<file path="config.mk">
export PLATFORM = sky130hd
export DESIGN_NAME = vnf_div
export DESIGN_NICKNAME = d
export VERILOG_FILES = /design/src/rtl/vnf_pkg.sv /design/src/rtl/vnf_div.sv
export SDC_FILE = /design/constraint.sdc
export NUM_CORES = 1
export LEC_CHECK = 0
export BUFFER_PORTS_ARGS = -buffer_cell sky130_fd_sc_hd__buf_4
export CORE_MARGIN = 4
export CORE_UTILIZATION = 50
export DETAILED_ROUTE_END_ITERATION = 10
export MAX_ROUTING_LAYER = met4
export PLACE_DENSITY = 0.77
export SLEW_MARGIN = 20
export SYNTH_ARGS = -nofsm -noshare
export SYNTH_HDL_FRONTEND = slang
export SYNTH_SLANG_ARGS = --single-unit
</file>
<file path="constraint.sdc">
create_clock -name i_clk -period 5.59 [get_ports i_clk]
set_input_delay 0.2795 -clock i_clk [delete_from_list [all_inputs] [get_ports i_clk]]
set_output_delay 0.2795 -clock i_clk [all_outputs]
set_load 0.1 [all_outputs]
</file>
<file path="src/rtl/vnf_pkg.sv">
package vnf_pkg;

    // fixed field widths
    localparam int COORD_W = 32;
    localparam int NOISE_W = 16;
    localparam int FRAC_W  = 16;
    localparam int POS_W   = 40;
    localparam int QUOT_W  = 15;

    // default octave count
    localparam int OCTAVE_COUNT_DEF = 4;

    // hash multipliers
    localparam logic [31:0] HASH_MUL_X   = 32'd374761393;
    localparam logic [31:0] HASH_MUL_Z   = 32'd668265263;
    localparam logic [31:0] HASH_MUL_MIX = 32'd1274126177;

    // output clip level, 1.0 in Q2.14
    localparam logic [QUOT_W-1:0] CLIP_MAG = 15'd16384;

    // coordinate word moving down the cell row
    typedef struct packed {
        logic                      valid;
        logic signed [COORD_W-1:0] x;
        logic signed [COORD_W-1:0] z;
    } t_token;

endpackage

</file>
<file path="src/rtl/vnf_div.sv">
module vnf_div #(
    parameter int OCTAVE_COUNT = vnf_pkg::OCTAVE_COUNT_DEF,
    parameter int SUM_W        = OCTAVE_COUNT + 16
) (
    input  logic                    i_clk,
    input  logic                    i_rst_n,
    input  logic                    i_en,
    input  logic                    i_valid,
    input  logic signed [SUM_W-1:0] i_sum,
    output logic                    o_valid,
    output logic signed [vnf_pkg::NOISE_W-1:0] o_value
);

    localparam int QW = vnf_pkg::QUOT_W;
    // reciprocal shift wide enough that the scaled quotient is exact over the whole sum range
    localparam int SH = SUM_W + OCTAVE_COUNT;
    localparam int MW = SH + 1;
    localparam int PW = SUM_W + MW;
    localparam logic [SUM_W-1:0] HALF = SUM_W'(((64'd1 << OCTAVE_COUNT) - 64'd1) / 2);
    localparam logic [MW-1:0] RECIP =
        MW'(((64'd1 << SH) + (64'd1 << OCTAVE_COUNT) - 64'd2)
            / ((64'd1 << OCTAVE_COUNT) - 64'd1));

    logic [1:0]       r_vld;
    logic [1:0]       r_neg;
    logic [SUM_W-1:0] r_num;
    logic [PW-1:0]    r_prod;
    logic [SUM_W-1:0] mag;
    logic [QW-1:0]    quo;
    logic [QW-1:0]    qc;

    assign mag = i_sum[SUM_W-1] ? SUM_W'(-i_sum) : SUM_W'(i_sum);

    // valid bits
    always_ff @(posedge i_clk) begin
        if (!i_rst_n) begin
            r_vld <= '0;
        end else if (i_en) begin
            r_vld <= {r_vld[0], i_valid};
        end
    end

    // rounding bias and sign, then reciprocal multiply
    always_ff @(posedge i_clk) begin
        if (i_en) begin
            r_num    <= mag + HALF;
            r_neg[0] <= i_sum[SUM_W-1];
            r_prod   <= PW'(r_num) * PW'(RECIP);
            r_neg[1] <= r_neg[0];
        end
    end

    // clip and sign
    assign quo     = r_prod[SH +: QW];
    assign qc      = (quo > vnf_pkg::CLIP_MAG) ? vnf_pkg::CLIP_MAG : quo;
    assign o_valid = r_vld[1];
    assign o_value = r_neg[1] ? -$signed({1'b0, qc}) : $signed({1'b0, qc});

endmodule

</file>
-- Word-level counts from Yosys, hierarchy flattened
Index checks and enable logic that the tools add are counted.
- bits of input ports: 24
- output and inout port bits: 17
- bits in registers: 62
- muxes and demuxes: 3
- add/subtract/negate cells: 3
- order comparisons: 1
- $mul: 1
- operator list (kind ; number):
    20-bit by 20-bit multiplier with 38-bit output, second input constant ; 1
    20-bit by 3-bit adder with 20-bit output, second input constant ; 1
    20-bit two-way mux ; 1
    20-bit negator ; 1
    16-bit two-way mux ; 1
    15-bit negator with 16-bit output ; 1
    15-bit greater-than comparator, second input constant ; 1
    15-bit two-way mux ; 1

-- Depth between registers and ports, before layout
Gate-level depths: netlist (run 1).
- depth in word-level cells: 4
- depth in mapped cells: 18
- gate-level depth less buffers: 18

-- Worst setup path after synthesis (run 1)
OpenSTA, ideal clock, no wires.
- kind: reg2reg
- start: register r_num[3]
- end: register r_prod[37] (data pin)
- cell stages (with the launch flop): 17
- data arrival time: 4.636 ns
- path slack: 0.692 ns
- path through: edfxtp_1 > ha_1 > fa_1 > fa_1 > inv_1 > fa_1 > inv_1 > ha_1 > ha_1 > ha_1 > a21o_1 > o21bai_1 > a221o_1 > and4_1 > o211ai_1 > a21oi_1 > xor2_1
- word-level cells in the longest chain between the ends: 1
- ends and longest elaborated chain (item ; line ; source):
    from (decl) ; vnf_div.sv:26 ; logic [SUM_W-1:0] r_num;
    from (signal assigned) ; vnf_div.sv:46 ; r_num <= mag + HALF;
    20-bit by 20-bit multiplier with 38-bit output ; vnf_div.sv:48 ; r_prod <= PW'(r_num) * PW'(RECIP);
    to (signal assigned) ; vnf_div.sv:48 ;
    to (decl) ; vnf_div.sv:27 ; logic [PW-1:0] r_prod;
Every way passes these cells.
A chain may end at the register's enable or synchronous reset.

-- Worst setup path in the final report (run 1)
- start: register r_num[7]
- end: register r_prod[34] (data pin)
The elaborated chain is that of the path after synthesis.

==> results.md, run 1 <==
* Worst min path class: in2reg
* Largest net degree at the start of global routing at 40
* Initial antenna violation count at 0
* Critical path capture point type: flop
* Post-Place Setup Slack at 0.314 ns
* Crit path max fanout at 5
* CP required at about 5.7 ns
* Arrival @ worst endpoint at around 5.4 ns
* Total Neg Setup Slack at 0 ns
* Design Area, Final at about 6600 um2
* Routed len/inst at ~14 um
* Antenna viol nets, final at 0
* Startpoint Class: flop
* Clk Latency, worst-skew pair at 0.28 ns
* Placed instance area at roughly 6400 um2
* Synth Register Bits at 39
* Outcome: finished, final reports clean
* Least-Margin Pin Slew at approximately 0.77 ns
* Die Y at about 120 um
* Vias at ~4.6k
* Top_reg_cell synth: edfxtp_1
* I/O pin total at 41
* CTS hold repair buffers at 0
* Core area at between 10000 and 15000 um2
* Max-slew headroom at approximately 48%
* Post-DP HPWL at 9.89 mm
* Critical path class: reg2reg
* Hold Fails Final Rpt at 0
* Cell variety after synth at between 60 and 70
* Post-CTS setup buffer count at 0
* Post-route setup slack at ~0.28 ns
* Initial core utilization at 51.8%
* Vias/cell at approximately 5.6
* Fin nets at between 800 and 900
* Vias in the first global route at roughly 4.7k
* Post-synth EDFFs at 37
* Min Tclk post-route at around 5.3 ns
* Leading post-synthesis cells by cell area: ha_1 27%, edfxtp_1 19%, fa_1 11%
* Die W at 118 um
* Multiplexer share of the synthesized area at 1.02%
* CTS tree: yes
* Share of the synthesized area in the top cell type at around 27%
* Clock slew at reported path FFs at roughly 0.06 ns
* YS warnings at 0
* Final Setup Violations at 0
* I/O Buffers at 40
* H-Tree Depth at 2
* Die area at around 14000 um2
* Non-Filler Instances at between 800 and 900
* Ratio of cells with drive above 1 in the final layout at roughly a tenth
* # resized after CTS at 0
* Post-Syn Area at 6000 um2
* TritonCTS Buffers at 5
* Max-cap violations at 0
* Drt total wl at 11.7 mm
* Total Routing Usage GR at between 10% and 20%
* XOR/XNOR share of the synthesized area at 7.87%
* Post-synth ARST share at 0%
* Placed insts at 810
* P&R area growth vs syn at 9.85%
* Grt ovf at 0
* Max Freq at around 190 MHz
* DRC Markers at 0
* Syn Area/Cell at 9.41 um2
* Clk_skew at between 0.003 and 0.004 ns
* Drt initial violations at between 100 and 150
* Root Driver: clkbuf_16
* Global-route wire length before repair at a little over 20 mm
* Drt pass-1 iters at 4
* Synth Area in Compound Gates at ~14%
* Unrepaired setup endpoints after global routing: no
* Largest area contributor in the netlist: ha_1
* Clock sink count at 39
* Main combinational cell family by area after synthesis: adder cells
* Max Root-Sink Buffers at 2
* Site Rows at 39
* Mapped Cells at ~640
* Post-Synth Adder-Cell Area at between 30% and 40%
* Sequential share of the synthesized area at a little under a fifth
* N_diodes at 0
* Period utilization at 94.9%
* Slew Limit Fails at 0
* Final Wtd Congestion at between 0.8 and 0.9
* Syn nets at approximately 830
* Synth Area in Simple Gates at 13.5%
[stage by stage]
stage / util [%] / hold slack, ns
6_report: 57.0 / 0.212
2_1_floorplan: - / 0.378
3_3_place_gp: 55.7 / 0.490
4_1_cts: 57.0 / 0.210
3_5_place_dp: 55.7 / 0.503
5_1_grt: 57.0 / 0.215
[cell usage in the layout (no fill, tap or decap), drive strengths merged, types with 21 or more instances in the layout]
master	count
ha	131
inv	77
nand2	48
nor2	45
buf	44
edfxtp	37
fa	34
xnor2	32
a21oi	29
o21ai	25
xor2	21
[worst paths after layout]
check                           startpoint    endpoint  slack (ns)  cells after the start
worst max register to register    r_num[7]  r_prod[34]        0.28                     16
worst max-delay path              r_num[7]  r_prod[34]        0.28                     16
worst min register to register    r_vld[0]    r_vld[0]        0.52                      2
worst min-delay path               i_rst_n    r_vld[0]        0.21                      2
[final cells by class]
type                            count  area, um2
Clock inverter                      3       20.0
Sequential cell                    39       1150
Timing Repair Buffer               44        330
Clock buffer                        5        125
Inverter                           77        289
Fill cell                         987       4980
Tap cell                          143        179
Multi-Input combinational cell    507       4490
[worst max-delay path: stages (launching register included)]
cell and delay [ns]:
edfxtp_1 0.45, ha_1 0.37, fa_1 0.52, fa_1 0.55
inv_1 0.06, fa_1 0.49, inv_1 0.04, ha_1 0.28
ha_1 0.30, ha_1 0.36, a21o_1 0.20, o21bai_1 0.16
a221o_1 0.36, and4_1 0.27, o21ai_0 0.29, nor2b_1 0.22
a21boi_0 0.21
[sequential cells by signal, indices dropped and copies added, names as in the netlist]
register / count
r_num: 20
r_vld: 2
r_prod: 15
r_neg: 2
[logic make-up (layout without fill, tap and decap cells)]
logic type      after synthesis  count (layout)
fa+ha+maj                   165             165
simple gates                160             160
compound gates              123             123
buf+inv                      91             129
xor+xnor                     53              53
flops                        39              39
mux                           6               6
[metal layers]
metal | vias to the layer above | track usage [%] | part of all wire, %
met2 | 106 | 32.4 | 51
met1 | 2113 | 20.2 | 42
met5 | - | - | 0
met3 | 26 | 2.07 | 3.3
li1 | 2336 | - | -
met4 | 0 | 6.52 | 3.2
[Yosys cell counts, drive strengths merged, types with 3 or more instances]
library cell,instances
nor4,4
nand2,48
inv,77
or3,4
nor2,45
nand4,3
ha,131
xnor2,32
nand3,7
a211o,3
o31ai,14
o41ai,5
a31oi,4
or4,4
a21oi,29
a21o,8
a211oi,4
and4,4
xor2,21
buf,4
edfxtp,37
o22ai,4
fa,34
nand2b,3
o21ai,25
o21a,6
nor2b,11
and2,3
nor3,12
clkbuf,10
mux2i,5
Power of run 1 is not shown: default switching activity piles up to over one toggle a cycle in this logic, so the estimate is an artifact.
==> inputs of run 2 (changes only) <==
--- a/config.mk
+++ b/config.mk
@@ -5,7 +5,7 @@
 export SDC_FILE = /design/constraint.sdc
 export NUM_CORES = 1
 export LEC_CHECK = 0
-export BUFFER_PORTS_ARGS = -buffer_cell sky130_fd_sc_hd__buf_4
+export BUFFER_PORTS_ARGS = -buffer_cell sky130_fd_sc_hd__buf_2
 export CORE_MARGIN = 4
 export CORE_UTILIZATION = 50
 export DETAILED_ROUTE_END_ITERATION = 10
==> run 2 against run 1 <==
  * Global-route usage rose by 1.2 points
  * Final cell count did not move
  * Clock skew grew 0.0013 ns
  * Largest cell class unchanged
  * First-iteration DRC count is 14% higher
  * Maximum frequency rose by 0.78%
  * Routed wire length grew 4.8%
  * Highest routed layer unchanged
==> results.md, run 2 (synthesis results as in run 1) <==
* Outcome: finished, final reports clean (unchanged)
* Capturing point of the worst reg2reg path: r_prod[37] (was r_prod[34])
* Clock sink count at 39 (unchanged)
* Worst setup endpoint: r_prod[37] (was r_prod[34])
* CP required at 5.62 ns (was 5.70 ns)
* Clk_skew at 0.00484 ns (was 0.00356 ns)
* TritonCTS Buffers at 5 (unchanged)
* Grt ovf at 0 (unchanged)
* Drt initial violations at 151 (was 132)
* Worst reg2reg path depth at 16 (unchanged)
* Die Y at 118 um (unchanged)
* Antenna viol nets, final at 0 (unchanged)
* Period utilization at 94.2% (was 94.9%)
* Crit path top cell by count: ha_1 (unchanged)
* Critical path's slowest cell: fa_1 (unchanged)
* Unrepaired setup endpoints after global routing: no (unchanged)
* Die area at 13800 um2 (unchanged)
* Global-route wire length before repair at 21.7 mm (was 20.5 mm)
* Commonest cells after routing, fill and taps aside: 131 x ha_1, 77 x inv_1, 48 x nand2_1 (unchanged)
* Final Wtd Congestion at 0.889 (was 0.897)
* # resized after CTS at 0 (unchanged)
* DRC Markers at 0 (unchanged)
* Non-Filler Instances at 818 (unchanged)
* Crit path max fanout at 5 (unchanged)
* Largest register FFs at 20 (unchanged)
* Flop2flop setup slack at 0.33 ns (was 0.28 ns)
* Least-Margin Pin Slew at 0.837 ns (was 0.767 ns)
* Total Neg Setup Slack at 0 ns (unchanged)
* P&R area growth vs syn at 8.97% (was 9.85%)
* Max-slew headroom at 44.2% (was 47.6%)
* Max-cap violations at 0 (unchanged)
* Die W at 118 um (unchanged)
* Largest net degree at the start of global routing at 40 (unchanged)
* Initial core utilization at 51.8% (unchanged)
* N_diodes at 0 (unchanged)
* Worst Setup SP: r_num[3] (was r_num[7])
* Site Rows at 39 (unchanged)
* Drt total wl at 12.2 mm (was 11.7 mm)
* Hold Fails Final Rpt at 0 (unchanged)
* Critical path capture point type: flop (unchanged)
* Clock slew at reported path FFs at 0.06 ns (about the same)
* Fin nets at 863 (unchanged)
* I/O Buffers at 40 (unchanged)
* RR Startpoint: r_num[3] (was r_num[7])
* Max Freq at 190 MHz (was 188 MHz)
* Arrival @ worst endpoint at 5.29 ns (was 5.42 ns)
* Most common cell after layout, fill and taps aside: ha_1 (unchanged)
* Cell Chain, Critical Path: ha_1 > fa_1 > fa_1 > inv_1 > fa_1 > inv_1 > ha_1 > ha_1 > ha_1 > a21o_1 > o21bai_1 > a221o_1 > and4_1 > o211ai_1 > a21oi_1 > xor2_1 (was ha_1 > fa_1 > fa_1 > inv_1 > fa_1 > inv_1 > ha_1 > ha_1 > ha_1 > a21o_1 > o21bai_1 > a221o_1 > and4_1 > o21ai_0 > nor2b_1 > a21boi_0)
* Slew Limit Fails at 0 (unchanged)
* Initial antenna violation count at 0 (unchanged)
* Worst min path class: in2reg (unchanged)
* Placed insts at 810 (unchanged)
* Vias in the first global route at 4833 (was 4703)
* Min Tclk post-route at 5.26 ns (was 5.31 ns)
* Startpoint Class: flop (unchanged)
* Vias/cell at 5.70 (was 5.60)
* Max Root-Sink Buffers at 2 (unchanged)
* CTS tree: yes (unchanged)
* Vias at 4663 (was 4581)
* Critical path class: reg2reg (unchanged)
* Post-DP HPWL at 10.1 mm (was 9.89 mm)
* Most flop-heavy register: r_num (unchanged)
* Drt pass-1 iters at 5 (was 4)
* Routed len/inst at 15.0 um (was 14.3 um)
* Biggest regs: r_num: 20 flops, r_prod: 15 flops (unchanged)
* Post-CTS setup buffer count at 0 (unchanged)
* CTS hold repair buffers at 0 (unchanged)
* I/O pin total at 41 (unchanged)
* Root Driver: clkbuf_16 (unchanged)
* Total Routing Usage GR at 19.0% (was 17.8%)
* Ratio of cells with drive above 1 in the final layout at 9.63% (unchanged)
* Core area at 11600 um2 (unchanged)
* Final Setup Violations at 0 (unchanged)
* Hold Slack at 0.221 ns (was 0.212 ns)
* Hold path start: i_rst_n (unchanged)
* H-Tree Depth at 2 (unchanged)
* Clk Latency, worst-skew pair at 0.28 ns (about the same)
* Worst path max stage delay at 0.55 ns (about the same)
[run 2: final cells by class]
class | instances | area, um2
Inverter | 77 | 289
Tap cell | 143 | 179
Multi-Input combinational cell | 507 | 4490
Fill cell | 988 | 5030
Timing Repair Buffer | 44 | 230
Clock inverter | 3 | 67.6
Clock buffer | 5 | 125
Sequential cell | 39 | 1150
[run 2: worst max-delay path: cells and delay by family, from the launching register on]
kind	cells	cell delay, ns
compound gates	5	1.14
simple gates	1	0.28
flops	1	0.43
xor+xnor	1	0.16
fa+ha+maj	7	2.88
buf+inv	2	0.10
[run 2: how the worst min path moves through the flow]
stage / to / slack, ns / cells after the start
floorplan: r_neg[0] / 0.38 / 0
finish: r_vld[0] / 0.22 / 2
global route: r_vld[0] / 0.25 / 2
CTS: r_vld[0] / 0.22 / 2
global placement: r_neg[1] / 0.49 / 0
detailed placement: r_neg[1] / 0.51 / 0
[run 2: stage by stage]
stage	util (%)	worst slack, ns	area [um2]
after floorplan	-	0.692	6000
after global placement	54.8	0.484	6340
after detailed placement	54.8	0.381	6340
after CTS	56.5	0.347	6530
after global routing	56.5	0.149	6530
final	56.5	0.326	6530
[run 2: routing by layer]
layer / global-route usage, % / vias up / part of all wire (%)
met2: 34.1 / 106 / 52
met1: 21.2 / 2167 / 41
li1: - / 2344 / -
met4: 8.42 / 0 / 4.2
met5: - / - / 0
met3: 2.35 / 46 / 3.0
Power of run 2 is left out for the same reason.
